--- src/hdl/scwr_pkg.sv ---
// ============================================================================
// Sound chip write remapper package
// Word types, register indexes, chip register addresses and channel numbers
// shared by the write remapper.
// ============================================================================
package scwr_pkg;

  // Input word: one raw chip register write.
  typedef struct packed {
    logic [7:0] command;
    logic [7:0] reg_address;
    logic [7:0] write_data;
  } scwr_in_t;

  // Output word: the remapped write.
  typedef struct packed {
    logic [7:0] command_out;
    logic [7:0] address_out;
    logic [7:0] data_out;
    logic       dropped;
  } scwr_out_t;

  // Configuration register indexes.
  typedef enum logic [1:0] {
    CFG_MUTE_MASK   = 2'd0,
    CFG_NODATA_MASK = 2'd1,
    CFG_CHIP_MAP    = 2'd2,
    CFG_VOICE_MAP   = 2'd3
  } scwr_cfg_e;

  // Classes of write, decided from command, address and data.
  typedef enum logic [2:0] {
    KIND_PSG_LATCH,
    KIND_PSG_DATA,
    KIND_KEY_ON,
    KIND_FM_VOICE,
    KIND_FM_FIXED
  } scwr_kind_e;

  // Widths of the configuration registers.
  localparam int unsigned NumChannels = 12;
  localparam int unsigned CfgDataW    = 48;
  localparam int unsigned VoiceMapW   = 36;

  localparam logic [VoiceMapW-1:0] VoiceMapReset = 36'd2283156544;

  // Command codes.
  localparam logic [7:0] CMD_PSG     = 8'h00;
  localparam logic [7:0] CMD_DROPPED = 8'hFF;

  // FM register addresses.
  localparam logic [7:0] ADDR_KEY_ON     = 8'h28;
  localparam logic [7:0] ADDR_DAC_DATA   = 8'h2A;
  localparam logic [7:0] ADDR_DAC_ENABLE = 8'h2B;
  localparam logic [7:0] ADDR_CH3_LO     = 8'hA8;
  localparam logic [7:0] ADDR_CH3_HI     = 8'hAE;
  localparam logic [7:0] ADDR_TIMER_LO   = 8'h24;
  localparam logic [7:0] ADDR_TIMER_HI   = 8'h27;
  localparam logic [7:0] ADDR_GLOBAL_END = 8'h2F;
  localparam logic [7:0] ADDR_UPPER_GLB  = 8'hB8;

  // Logical channels.
  localparam logic [3:0] CH_FM_GLOBAL = 4'd0;
  localparam logic [3:0] CH_FM_THREE  = 4'd3;
  localparam logic [3:0] CH_DAC       = 4'd7;
  localparam logic [3:0] CH_PSG_NOISE = 4'd11;

endpackage

--- src/hdl/sound_chip_write_remapper.sv ---
// ============================================================================
// Sound chip write remapper
// Classifies FM and PSG register writes by logical channel, drops writes to
// blocked channels and rewrites voice, port and target board.
// ============================================================================
//
//  Channel | Handshake                | Word
//  --------+--------------------------+---------------------------------------
//  in      | in_valid_i / in_ready_o  | in_word_i  (command, address, data)
//  out     | out_valid_o / out_ready_i| out_word_o (command, address, data,
//          |                          |            dropped)
//  cfg     | cfg_we_i                 | cfg_index_i, cfg_data_i
//
// One word is accepted per cycle as long as the output takes words. A word
// passes through the input register and then the output register. Reset
// clears both valid flags, the stored PSG channel and the mask and chip map
// registers, and loads VoiceMapReset into the voice map. A stall at the output
// fills the input register and then drops in_ready_o; nothing is lost.
module sound_chip_write_remapper
  import scwr_pkg::*;
(
  input  logic                clk_i,
  input  logic                rst_ni,
  input  logic                in_valid_i,
  output logic                in_ready_o,
  input  scwr_in_t            in_word_i,
  output logic                out_valid_o,
  input  logic                out_ready_i,
  output scwr_out_t           out_word_o,
  input  logic                cfg_we_i,
  input  logic [1:0]          cfg_index_i,
  input  logic [CfgDataW-1:0] cfg_data_i
);

  logic [NumChannels-1:0]   mute_mask_q;
  logic [NumChannels-1:0]   nodata_mask_q;
  logic [4*NumChannels-1:0] chip_map_q;
  logic [VoiceMapW-1:0]     voice_map_q;
  logic [1:0]               last_psg_q;

  logic      s1_valid_q;
  scwr_in_t  s1_q;
  logic      out_valid_q;
  scwr_out_t out_q;

  logic      s1_adv;
  logic      in_acc;

  scwr_kind_e kind;
  logic [3:0] ch;
  logic       slot_bad;
  logic       drop;
  logic [3:0] board;
  logic [2:0] voice;
  logic [3:0] voice_adj;
  logic [7:0] cmd;
  logic [7:0] addr;
  logic [7:0] data;
  scwr_out_t  res;

  // Handshake: the input register moves on whenever the output can take it.
  assign s1_adv      = s1_valid_q && (!out_valid_q || out_ready_i);
  assign in_ready_o  = !s1_valid_q || s1_adv;
  assign in_acc      = in_valid_i && in_ready_o;
  assign out_valid_o = out_valid_q;
  assign out_word_o  = out_q;

  // Configuration registers.
  always_ff @(posedge clk_i or negedge rst_ni) begin
    if (!rst_ni) begin
      mute_mask_q   <= '0;
      nodata_mask_q <= '0;
      chip_map_q    <= '0;
      voice_map_q   <= VoiceMapReset;
    end else if (cfg_we_i) begin
      case (scwr_cfg_e'(cfg_index_i))
        CFG_MUTE_MASK:   mute_mask_q   <= cfg_data_i[NumChannels-1:0];
        CFG_NODATA_MASK: nodata_mask_q <= cfg_data_i[NumChannels-1:0];
        CFG_CHIP_MAP:    chip_map_q    <= cfg_data_i[4*NumChannels-1:0];
        CFG_VOICE_MAP:   voice_map_q   <= cfg_data_i[VoiceMapW-1:0];
        default: ;
      endcase
    end
  end

  // Classify the write and pick its logical channel.
  always_comb begin
    kind     = KIND_FM_FIXED;
    ch       = CH_FM_GLOBAL;
    slot_bad = 1'b0;
    if (s1_q.command == CMD_PSG) begin
      if (s1_q.write_data[7]) begin
        kind = KIND_PSG_LATCH;
        ch   = {2'b10, s1_q.write_data[6:5]};
      end else begin
        kind = KIND_PSG_DATA;
        ch   = {2'b10, last_psg_q};
      end
    end else if (s1_q.reg_address == ADDR_KEY_ON) begin
      kind     = KIND_KEY_ON;
      slot_bad = (s1_q.write_data[1:0] == 2'b11);
      if (s1_q.write_data[2]) begin
        ch = {1'b0, s1_q.write_data[2:0]};
      end else begin
        ch = {2'b00, s1_q.write_data[1:0]} + 4'd1;
      end
    end else if (s1_q.reg_address == ADDR_DAC_DATA ||
                 s1_q.reg_address == ADDR_DAC_ENABLE) begin
      ch = CH_DAC;
    end else if (s1_q.reg_address inside {[ADDR_CH3_LO:ADDR_CH3_HI],
                                          [ADDR_TIMER_LO:ADDR_TIMER_HI]}) begin
      ch = CH_FM_THREE;
    end else if (s1_q.reg_address <= ADDR_GLOBAL_END ||
                 s1_q.reg_address >= ADDR_UPPER_GLB) begin
      ch = CH_FM_GLOBAL;
    end else begin
      // Per-voice register: slot from address, upper port adds three.
      kind     = KIND_FM_VOICE;
      slot_bad = (s1_q.reg_address[1:0] == 2'b11);
      ch       = {2'b00, s1_q.reg_address[1:0]} + 4'd1
                 + (s1_q.command[0] ? 4'd3 : 4'd0);
    end
  end

  // Table lookups for the chosen channel and the rewritten fields.
  always_comb begin
    drop      = slot_bad || mute_mask_q[ch] || nodata_mask_q[ch];
    board     = chip_map_q[4*ch +: 4];
    voice     = voice_map_q[3*ch +: 3];
    // FM voices 3 and up skip the unused slot between the two ports.
    voice_adj = {1'b0, voice} + ((voice >= 3'd3) ? 4'd1 : 4'd0);
    cmd       = s1_q.command;
    addr      = s1_q.reg_address;
    data      = s1_q.write_data;
    case (kind)
      KIND_PSG_LATCH: begin
        if (ch != CH_PSG_NOISE) begin
          data = {s1_q.write_data[7], voice[1:0], s1_q.write_data[4:0]};
        end
      end
      KIND_KEY_ON: begin
        data = {s1_q.write_data[7:4], s1_q.write_data[3] | voice_adj[3],
                voice_adj[2:0]};
      end
      KIND_FM_VOICE: begin
        addr = {s1_q.reg_address[7:2], voice_adj[1:0]};
        cmd  = {s1_q.command[7:1], voice_adj[2]};
      end
      default: ;
    endcase
    if (drop) begin
      res.command_out = CMD_DROPPED;
      res.address_out = s1_q.reg_address;
      res.data_out    = s1_q.write_data;
      res.dropped     = 1'b1;
    end else begin
      res.command_out = cmd | {board, 4'b0000};
      res.address_out = addr;
      res.data_out    = data;
      res.dropped     = 1'b0;
    end
  end

  // Input register.
  always_ff @(posedge clk_i or negedge rst_ni) begin
    if (!rst_ni) begin
      s1_valid_q <= 1'b0;
    end else if (in_ready_o) begin
      s1_valid_q <= in_valid_i;
    end
  end

  always_ff @(posedge clk_i) begin
    if (in_acc) begin
      s1_q <= in_word_i;
    end
  end

  // Stored PSG channel, updated by every latch byte, muted or not.
  always_ff @(posedge clk_i or negedge rst_ni) begin
    if (!rst_ni) begin
      last_psg_q <= 2'b00;
    end else if (s1_adv && kind == KIND_PSG_LATCH) begin
      last_psg_q <= s1_q.write_data[6:5];
    end
  end

  // Output register.
  always_ff @(posedge clk_i or negedge rst_ni) begin
    if (!rst_ni) begin
      out_valid_q <= 1'b0;
    end else if (!out_valid_q || out_ready_i) begin
      out_valid_q <= s1_valid_q;
    end
  end

  always_ff @(posedge clk_i) begin
    if (s1_adv) begin
      out_q <= res;
    end
  end

  // A dropped word always carries the dropped command code.
  assert property (@(posedge clk_i) disable iff (!rst_ni)
    out_valid_q && out_q.dropped |-> out_q.command_out == CMD_DROPPED)
    else $error("dropped word without dropped command code");

  // Back-pressure only arises when the input register is occupied.
  assert property (@(posedge clk_i) disable iff (!rst_ni)
    !in_ready_o |-> s1_valid_q && out_valid_q && !out_ready_i)
    else $error("input stalled without a blocked output");

  // A word held in the input register stays put while it cannot move on.
  assert property (@(posedge clk_i) disable iff (!rst_ni)
    s1_valid_q && !s1_adv |=> s1_valid_q && $stable(s1_q))
    else $error("input register lost or changed a waiting word");

  // A latch byte that passes through sets the stored PSG channel.
  assert property (@(posedge clk_i) disable iff (!rst_ni)
    s1_adv && kind == KIND_PSG_LATCH |=> last_psg_q == $past(s1_q.write_data[6:5]))
    else $error("stored PSG channel not updated by latch byte");

endmodule

--- config.mk ---
export PLATFORM = sky130hd
export DESIGN_NAME = sound_chip_write_remapper
export DESIGN_NICKNAME = d
export VERILOG_FILES = /design/src/hdl/scwr_pkg.sv /design/src/hdl/sound_chip_write_remapper.sv
export SDC_FILE = /design/constraint.sdc
export NUM_CORES = 1
export LEC_CHECK = 0
export BUFFER_PORTS_ARGS = -buffer_cell sky130_fd_sc_hd__buf_4
export CAP_MARGIN = 25
export CORE_ASPECT_RATIO = 0.9
export CORE_UTILIZATION = 35
export DETAILED_ROUTE_END_ITERATION = 16
export GPL_TIMING_DRIVEN = 0
export PLACE_DENSITY = 0.55
export SYNTH_ARGS = -nofsm -noshare
export SYNTH_HDL_FRONTEND = slang
export SYNTH_SLANG_ARGS = --single-unit
export TNS_END_PERCENT = 30
--- constraint.sdc ---
create_clock -name clk_i -period 11.2 [get_ports clk_i]
set_clock_uncertainty 0.15 [all_clocks]
set_input_delay 0.56 -clock clk_i [delete_from_list [all_inputs] [get_ports clk_i]]
set_output_delay 0.56 -clock clk_i [all_outputs]
set_load 0.02 [all_outputs]
==> flow_summary.html, run 1 <==
<table>
<tr><th>Metric</th><th>Value</th></tr>
<tr><th colspan="2">Routing</th></tr>
<tr><td>Detail-routed net length per standard cell</td><td>18.9 µm</td></tr>
<tr><td>Via count</td><td>between 4000 and 5000</td></tr>
<tr><td>Drt first pass iters</td><td>4</td></tr>
<tr><td>Iteration-0 DRC count of the detailed router</td><td>~250</td></tr>
<tr><td>Total DRC errors in the routed layout</td><td>0</td></tr>
<tr><td>DRT antenna net count</td><td>0</td></tr>
<tr><td>Total wirelength of the detailed-routed design</td><td>17000 µm</td></tr>
<tr><td>Detail-routed via count per cell</td><td>about 5</td></tr>
<tr><th colspan="2">Global route</th></tr>
<tr><td>Wire length of the first global-routing pass</td><td>27100 µm</td></tr>
<tr><td>Overflow left after global routing</td><td>0</td></tr>
<tr><td>Number of antenna violations at the first check in global routing</td><td>0</td></tr>
<tr><td>Total global-route track usage</td><td>0.173</td></tr>
<tr><td>Number of global-route vias before repair</td><td>around 4800</td></tr>
<tr><td>Maximum number of pins on one net before global-route repair</td><td>62</td></tr>
<tr><th colspan="2">Yosys</th></tr>
<tr><td>Number of synthesized flops with an enable pin</td><td>49</td></tr>
<tr><td>Area of the mapped netlist</td><td>~7200 µm²</td></tr>
<tr><td>Flip-flop and latch count after synthesis</td><td>roughly 160</td></tr>
<tr><td>Number of nets produced by synthesis</td><td>a little under 600</td></tr>
<tr><td>Primary FF master, synth</td><td>sky130_fd_sc_hd__dfrtp_1</td></tr>
<tr><td>Sequential-to-total area share from yosys stat</td><td>0.597</td></tr>
<tr><td>Number of standard cells after synthesis</td><td>around 510</td></tr>
<tr><td>Average instance area after synthesis</td><td>around 14 µm²</td></tr>
<tr><td>Count of cell types in the netlist</td><td>55</td></tr>
<tr><td>FFs w/ async S/R, synth</td><td>0.696</td></tr>
<tr><td>Warnings from Yosys</td><td>0</td></tr>
<tr><th colspan="2">Timing</th></tr>
<tr><td>Final worst path period share</td><td>0.482</td></tr>
<tr><td>Tightest slew margin relative to the limit</td><td>0.515</td></tr>
<tr><td>Total negative setup slack</td><td>0 ps</td></tr>
<tr><td>Period minus WS final</td><td>between 5000 and 6000 ps</td></tr>
<tr><td>Transition time of the tightest slew-check pin</td><td>about 720 ps</td></tr>
<tr><td>Setup Viol. Count Final</td><td>0</td></tr>
<tr><td>Crit path setup slack, layout</td><td>a little under 6000 ps</td></tr>
<tr><td>Total count of max-transition violations in the final report</td><td>0</td></tr>
<tr><td>Unrepaired setup endpoints after global routing</td><td>false</td></tr>
<tr><td>Maximum operating frequency</td><td>185 MHz</td></tr>
<tr><td>Number of hold violations in the final report</td><td>0</td></tr>
<tr><th colspan="2">Clock network</th></tr>
<tr><td>Level count of the clock H-tree</td><td>4</td></tr>
<tr><td>Post-CTS Repair Setup Buffers</td><td>0</td></tr>
<tr><td>Maximum clock path buffer count</td><td>2</td></tr>
<tr><td>CTS tree</td><td>done</td></tr>
<tr><td>Clk Tree Root Cell</td><td>sky130_fd_sc_hd__clkbuf_16</td></tr>
<tr><td>Number of gates resized after cts</td><td>0</td></tr>
<tr><td>Clock latency on the worst-skew pair</td><td>430 ps</td></tr>
<tr><td>Number of buffers added by the clock tree synthesis step</td><td>17</td></tr>
<tr><td>Cts hold-fix bufs</td><td>0</td></tr>
<tr><td>Clock slew seen by the registers of the worst setup and hold paths</td><td>approximately 60 ps</td></tr>
<tr><td>Clock sink count</td><td>~160</td></tr>
<tr><th colspan="2">Floorplan</th></tr>
<tr><td>Initial core utilization</td><td>0.358</td></tr>
<tr><td>FP Rows</td><td>between 40 and 50</td></tr>
<tr><td>Area of the die</td><td>21100 µm²</td></tr>
<tr><td>Number of top-level design ports</td><td>106</td></tr>
<tr><td>Standard cell core area</td><td>approximately 20000 µm²</td></tr>
<tr><td>Vertical die dimension</td><td>around 140 µm</td></tr>
<tr><td>Horiz. Die Dim</td><td>roughly 150 µm</td></tr>
<tr><th colspan="2">Layout</th></tr>
<tr><td>Most frequent cells in the layout</td><td>sky130_fd_sc_hd__mux2_2 (119), sky130_fd_sc_hd__buf_4 (105), sky130_fd_sc_hd__dfrtp_1 (103), sky130_fd_sc_hd__edfxtp_1 (49), sky130_fd_sc_hd__mux2i_1 (42)</td></tr>
<tr><td>Util after Layout</td><td>0.446</td></tr>
<tr><td>Area occupied by multi-input gates</td><td>between 2000 and 3000 µm²</td></tr>
<tr><td>Final-layout fill cell count</td><td>about 1800</td></tr>
<tr><td>Share of post-route cells with drive strength above 1</td><td>0.433</td></tr>
<tr><td>Synth-to-layout area growth</td><td>24.5%</td></tr>
<tr><td>Antenna diode count</td><td>0</td></tr>
<tr><td>Reg area</td><td>4290 µm²</td></tr>
<tr><td>Most common library cell in the layout ignoring fill and taps</td><td>sky130_fd_sc_hd__mux2_2</td></tr>
<tr><td>Number of nets in the final layout</td><td>between 700 and 800</td></tr>
<tr><th colspan="2">Power</th></tr>
<tr><td>Worst vdd rail ir drop</td><td>0.0000784 V</td></tr>
<tr><td>Sum of internal, switching and leakage power</td><td>between 1.5 and 2 mW</td></tr>
<tr><td>Leakage</td><td>~3.8 nW</td></tr>
<tr><td>Power Density</td><td>181 nW/µm²</td></tr>
<tr><th colspan="2">Setup path</th></tr>
<tr><td>Type of destination of the critical path</td><td>register</td></tr>
<tr><td>Path type of the worst setup path</td><td>register to register</td></tr>
<tr><td>Critical path startpoint category</td><td>register</td></tr>
<tr><td>CP Data Arrival Time</td><td>around 5400 ps</td></tr>
<tr><td>Required @ worst endpoint</td><td>between 10000 and 15000 ps</td></tr>
<tr><td>Worst r2r path cells</td><td>15</td></tr>
<tr><td>Critical Path Fanout Max</td><td>10</td></tr>
<tr><th colspan="2">Job</th></tr>
<tr><td>Max-capacitance violation count</td><td>0</td></tr>
<tr><th colspan="2">Place</th></tr>
<tr><td>DPL Wire Length</td><td>12700 µm</td></tr>
<tr><td>Gpl congestion</td><td>0.844</td></tr>
<tr><td># port buffers</td><td>around 110</td></tr>
<tr><td>Pre-CTS setup slack</td><td>between 5000 and 6000 ps</td></tr>
<tr><th colspan="2">Min path</th></tr>
<tr><td>Class of the most critical hold timing path</td><td>primary input to asynchronous set/reset pin</td></tr>
<tr><th colspan="2">Run status</th></tr>
<tr><td>Run status</td><td>completed</td></tr>
</table>
[layout make-up]
cell class              count  share of cell area
flip-flops and latches    161               0.479
repair buffers            108              0.0974
multi-input cells         313               0.308
clock buffers              24              0.0550
plain buffers              24              0.0115
inverters                  11             0.00462
well taps                 255              0.0357
clock inverters             8             0.00840
[cell usage after synthesis, types with 3 or more instances]
library cell / count / area (µm²)
sky130_fd_sc_hd__nand3_1: 3 / 15.0
sky130_fd_sc_hd__ha_1: 4 / 50.1
sky130_fd_sc_hd__buf_2: 4 / 20.0
sky130_fd_sc_hd__or2_2: 4 / 25.0
sky130_fd_sc_hd__and2_1: 8 / 50.1
sky130_fd_sc_hd__mux2i_1: 42 / 420
sky130_fd_sc_hd__nor3_1: 5 / 25.0
sky130_fd_sc_hd__nor3b_1: 7 / 52.6
sky130_fd_sc_hd__a311oi_1: 5 / 43.8
sky130_fd_sc_hd__dfrtp_1: 103 / 2580
sky130_fd_sc_hd__a211oi_1: 9 / 67.6
sky130_fd_sc_hd__nand2b_1: 6 / 37.5
sky130_fd_sc_hd__buf_1: 3 / 11.3
sky130_fd_sc_hd__o21ai_0: 8 / 40.0
sky130_fd_sc_hd__nor2_1: 16 / 60.1
sky130_fd_sc_hd__inv_1: 11 / 41.3
sky130_fd_sc_hd__clkbuf_1: 16 / 60.1
sky130_fd_sc_hd__a21oi_1: 6 / 30.0
sky130_fd_sc_hd__dfstp_2: 9 / 236
sky130_fd_sc_hd__or3_1: 4 / 25.0
sky130_fd_sc_hd__or4_1: 4 / 30.0
sky130_fd_sc_hd__nand3b_1: 3 / 22.5
sky130_fd_sc_hd__edfxtp_1: 49 / 1470
sky130_fd_sc_hd__nand2_1: 24 / 90.1
sky130_fd_sc_hd__mux2_2: 119 / 1340
[worst max-delay path, stage by stage (launching register included)]
cell and delay [ps]:
sky130_fd_sc_hd__edfxtp_1 450, sky130_fd_sc_hd__nor3b_1 380, sky130_fd_sc_hd__nand3_1 220, sky130_fd_sc_hd__a2111oi_0 370, sky130_fd_sc_hd__a221o_1 260, sky130_fd_sc_hd__clkbuf_1 440
sky130_fd_sc_hd__buf_1 560, sky130_fd_sc_hd__clkbuf_1 470, sky130_fd_sc_hd__a32o_1 260, sky130_fd_sc_hd__nor3_1 50, sky130_fd_sc_hd__nor3_1 440, sky130_fd_sc_hd__o21ai_0 160
sky130_fd_sc_hd__ha_1 220, sky130_fd_sc_hd__ha_1 210, sky130_fd_sc_hd__xor2_1 180, sky130_fd_sc_hd__a221o_1 320
[cell families (layout without fill, tap and decap cells)]
family,count (synthesis),in the layout,synth area share
fa+ha+maj,5,5,0.00976
mux,161,161,0.245
simple gates,93,93,0.0700
compound gates,51,51,0.0547
flops,161,161,0.597
buf+inv,35,175,0.0200
xor+xnor,3,3,0.00366
[power by group]
| part | leakage, nW | switching (mW) | internal, mW |
|---|---|---|---|
| combinational | 1.77 | 0.154 | 0.155 |
| sequential | 1.77 | 0.0462 | 0.705 |
| clock | 0.282 | 0.228 | 0.330 |
[metrics by stage]
step                      cell area (µm²)  hold slack (ps)  cells
final                                8940             39.2    904
after CTS                            8940             56.9    904
after detailed placement             8370              291    872
after floorplan                      7180              114    509
after global placement               8290              270    869
after global routing                 8940             88.5    904
[metal layers]
metal / GRT usage / vias up / part of all wire
met5: 0 / - / 0
met4: 0.0556 / 0 / 0.012
met3: 0.0472 / 11 / 0.046
met2: 0.275 / 109 / 0.46
met1: 0.231 / 2321 / 0.48
li1: - / 2135 / -
[final timing paths]
check                              start         endpoint  slack, ps
hold / removal                    rst_ni   mute_mask_q[5]         40
setup / recovery                s1_q[12]   out_word_o[17]       5800
setup reg to reg                s1_q[12]   out_word_o[17]       5800
hold reg to reg                  s1_q[4]    out_word_o[5]        290
min in group clk_i         in_word_i[18]         s1_q[18]        160
max in group asynchronous         rst_ni  voice_map_q[31]      10050
[state kept, by name (all words and copies together), names as in the netlist]
signal         cells
s1_q              24
mute_mask_q       12
out_valid_o        1
s1_valid_q         1
nodata_mask_q     12
voice_map_q       36
last_psg_q         2
out_word_o        25
chip_map_q        48
Note: power is estimated with default switching activity, not from simulation.
==> inputs of run 2 (changes only) <==
- PLACE_DENSITY: 0.55 -> 0.57
- clock period: 11.2 -> 4.5 ns (I/O delays scaled with it)
==> run 2 against run 1 <==
Effect of this change: sequential share of layout area decreased by 4.5 points; combinational power rose to 2.8 times the previous value; sequential power is 150% higher; cell count increased by 9.0%; cell area increased by 10%.
==> flow_summary.html, run 2 (same netlist as run 1, synthesis figures left out) <==
<table>
<tr><th>Metric</th><th>Value</th></tr>
<tr><th colspan="2">Run status</th></tr>
<tr><td>Run status</td><td>completed</td></tr>
<tr><th colspan="2">Setup path</th></tr>
<tr><td>Maximum cell stage delay along the critical path</td><td>420 ps</td></tr>
<tr><td>Beginning of the worst register-to-register path</td><td>s1_q[16]</td></tr>
<tr><td>CP Data Arrival Time</td><td>approximately 4400 ps</td></tr>
<tr><td>End of the worst register-to-register path</td><td>out_word_o[17]</td></tr>
<tr><td>Worst r2r path cells</td><td>17</td></tr>
<tr><td>Critical Path Fanout Max</td><td>10</td></tr>
<tr><td>Critical Path Most Common Cell</td><td>sky130_fd_sc_hd__ha_1</td></tr>
<tr><td>Crit path cell chain</td><td>buf_4, inv_1, ha_1, fa_1, nand2b_1, a221o_2, buf_2, buf_2, a211oi_1, a311oi_1, nor3_2, buf_4, o21ai_0, ha_1, ha_1, xor2_1, a221o_1</td></tr>
<tr><td>Family with the most delay on the worst path</td><td>compound AO/OA/AOI/OAI gates</td></tr>
<tr><td>Critical path startpoint category</td><td>register</td></tr>
<tr><td>Path type of the worst setup path</td><td>register to register</td></tr>
<tr><td>Required @ worst endpoint</td><td>4520 ps</td></tr>
<tr><td>Register-to-register path setup slack</td><td>slightly below 90 ps</td></tr>
<tr><td>Number of buffer and inverter instances along the worst setup path</td><td>5</td></tr>
<tr><td>Start point of the critical path</td><td>s1_q[16]</td></tr>
<tr><td>Type of destination of the critical path</td><td>register</td></tr>
<tr><td>Critical Path Slowest Stage Cell</td><td>sky130_fd_sc_hd__fa_1</td></tr>
<tr><th colspan="2">Timing</th></tr>
<tr><td>Total count of max-transition violations in the final report</td><td>0</td></tr>
<tr><td>Period minus WS final</td><td>4410 ps</td></tr>
<tr><td>Total negative setup slack</td><td>0 ps</td></tr>
<tr><td>Final worst path period share</td><td>0.980</td></tr>
<tr><td>Setup Viol. Count Final</td><td>0</td></tr>
<tr><td>Transition time of the tightest slew-check pin</td><td>712 ps</td></tr>
<tr><td>Number of hold violations in the final report</td><td>0</td></tr>
<tr><td>Maximum operating frequency</td><td>approximately 230 MHz</td></tr>
<tr><td>Tightest slew margin relative to the limit</td><td>0.526</td></tr>
<tr><th colspan="2">Layout</th></tr>
<tr><td>Register name with the most flops</td><td>chip_map_q</td></tr>
<tr><td>Most common library cell in the layout ignoring fill and taps</td><td>sky130_fd_sc_hd__mux2_2</td></tr>
<tr><td>Synth-to-layout area growth</td><td>37.2%</td></tr>
<tr><td>Largest register FFs</td><td>48</td></tr>
<tr><td>Most frequent cells in the layout</td><td>sky130_fd_sc_hd__mux2_2 (119), sky130_fd_sc_hd__buf_4 (112), sky130_fd_sc_hd__dfrtp_1 (103), sky130_fd_sc_hd__dlygate4sd3_1 (76), sky130_fd_sc_hd__edfxtp_1 (49)</td></tr>
<tr><td>Antenna diode count</td><td>0</td></tr>
<tr><td>Final standard cell count with taps included and fillers excluded</td><td>roughly 990</td></tr>
<tr><td>Number of nets in the final layout</td><td>801</td></tr>
<tr><td>Share of post-route cells with drive strength above 1</td><td>0.414</td></tr>
<tr><td>Final-layout fill cell count</td><td>~1800</td></tr>
<tr><th colspan="2">Global route</th></tr>
<tr><td>Total global-route track usage</td><td>0.178</td></tr>
<tr><td>Wire length of the first global-routing pass</td><td>approximately 28000 µm</td></tr>
<tr><td>Number of global-route vias before repair</td><td>5133</td></tr>
<tr><td>Overflow left after global routing</td><td>0</td></tr>
<tr><td>Number of antenna violations at the first check in global routing</td><td>0</td></tr>
<tr><td>Maximum number of pins on one net before global-route repair</td><td>a little over 60</td></tr>
<tr><th colspan="2">Floorplan</th></tr>
<tr><td>Vertical die dimension</td><td>between 100 and 150 µm</td></tr>
<tr><td>Number of top-level design ports</td><td>approximately 110</td></tr>
<tr><td>Horiz. Die Dim</td><td>about 150 µm</td></tr>
<tr><td>Initial core utilization</td><td>0.358</td></tr>
<tr><td>Standard cell core area</td><td>20000 µm²</td></tr>
<tr><td>Area of the die</td><td>21100 µm²</td></tr>
<tr><td>FP Rows</td><td>49</td></tr>
<tr><th colspan="2">Min path</th></tr>
<tr><td>Cell count of the worst hold path</td><td>3</td></tr>
<tr><td>Worst Min Path Start</td><td>cfg_index_i[0]</td></tr>
<tr><td>WHS Endpoint</td><td>mute_mask_q[11]</td></tr>
<tr><td>Class of the most critical hold timing path</td><td>primary input to register</td></tr>
<tr><th colspan="2">Clock network</th></tr>
<tr><td>Number of buffers added by the clock tree synthesis step</td><td>17</td></tr>
<tr><td>Level count of the clock H-tree</td><td>4</td></tr>
<tr><td>Clock sink count</td><td>about 160</td></tr>
<tr><td>Clk Tree Root Cell</td><td>sky130_fd_sc_hd__clkbuf_16</td></tr>
<tr><td>Clock slew seen by the registers of the worst setup and hold paths</td><td>~70 ps</td></tr>
<tr><td>Clock latency on the worst-skew pair</td><td>430 ps</td></tr>
<tr><td>Maximum clock path buffer count</td><td>2</td></tr>
<tr><td>CTS tree</td><td>done</td></tr>
<tr><th colspan="2">Routing</th></tr>
<tr><td>Iteration-0 DRC count of the detailed router</td><td>~250</td></tr>
<tr><td>Detail-routed net length per standard cell</td><td>approximately 18 µm</td></tr>
<tr><td>Drt first pass iters</td><td>4</td></tr>
<tr><td>Via count</td><td>about 5000</td></tr>
<tr><td>Total DRC errors in the routed layout</td><td>0</td></tr>
<tr><td>DRT antenna net count</td><td>0</td></tr>
<tr><td>Detail-routed via count per cell</td><td>5.03</td></tr>
<tr><td>Total wirelength of the detailed-routed design</td><td>between 15000 and 20000 µm</td></tr>
<tr><th colspan="2">Place</th></tr>
<tr><td>Gpl congestion</td><td>approximately 0.80</td></tr>
<tr><td>Cell count after placement</td><td>872</td></tr>
<tr><td>DPL Wire Length</td><td>between 10000 and 15000 µm</td></tr>
<tr><td># port buffers</td><td>between 100 and 150</td></tr>
<tr><th colspan="2">Power</th></tr>
<tr><td>Worst vdd rail ir drop</td><td>about 0.00016 V</td></tr>
<tr><td>Leakage</td><td>~4.2 nW</td></tr>
<tr><td>Power Density</td><td>~430 nW/µm²</td></tr>
<tr><th colspan="2">Job</th></tr>
<tr><td>Max-capacitance violation count</td><td>0</td></tr>
</table>
-- run 2: worst max path at each step --
stage / slack [ps] / cells after the start / to
floorplan: 370 / 16 / out_word_o[17]
global placement: -900 / 15 / out_word_o[17]
detailed placement: -1010 / 15 / out_word_o[17]
CTS: 10 / 18 / out_word_o[17]
global route: -10 / 17 / out_word_o[17]
finish: 90 / 17 / out_word_o[17]
-- run 2: worst min-delay path: stages --
cell and delay (ps):
sky130_fd_sc_hd__buf_4 100, sky130_fd_sc_hd__nor3b_1 70, sky130_fd_sc_hd__mux2_2 220
-- run 2: area by class of cell --
class / instances / area, µm² / share of cell area
well taps: 255 / 319 / 0.0324
flip-flops and latches: 161 / 4290 / 0.435
multi-input cells: 313 / 2800 / 0.284
plain buffers: 22 / 129 / 0.0131
inverters: 11 / 41.3 / 0.00419
repair buffers: 191 / 1680 / 0.171
clock buffers: 21 / 483 / 0.0490
clock inverters: 11 / 115 / 0.0117
-- run 2: where the power goes --
group	total (mW)	internal (mW)	switching, mW
Sequential	1.87	1.75	0.116
Combinational	0.858	0.455	0.403
Clock	1.46	0.841	0.620
Total	4.19	3.05	1.14
-- run 2: metrics by stage --
step	total power, mW	util	setup WS [ps]	hold slack [ps]	area (µm²)
after CTS	4.21	0.489	12.5	48.7	9800
after global placement	2.64	0.413	-902	255	8290
after global routing	4.38	0.492	-10.7	64.6	9860
final	4.19	0.492	89.0	64.0	9860
after detailed placement	2.68	0.418	-1010	180	8370
after floorplan	2.36	-	372	-221	7180
-- run 2: timing repair --
item,4_1_cts,5_1_grt
endpoints found under the setup margin,8,4
cloned,0,0
gates resized for setup,16,8
setup buffers,5,2
pin swaps,3,1
hold endpoints to repair,184,0
hold buffers,76,0
-- run 2: metal layers --
layer	GRT usage	wire length, µm	vias up
li1	-	-	2299
met1	0.234	8150	2508
met2	0.292	8510	135
met3	0.0400	948	16
met4	0.0651	259	0
met5	0	0	-
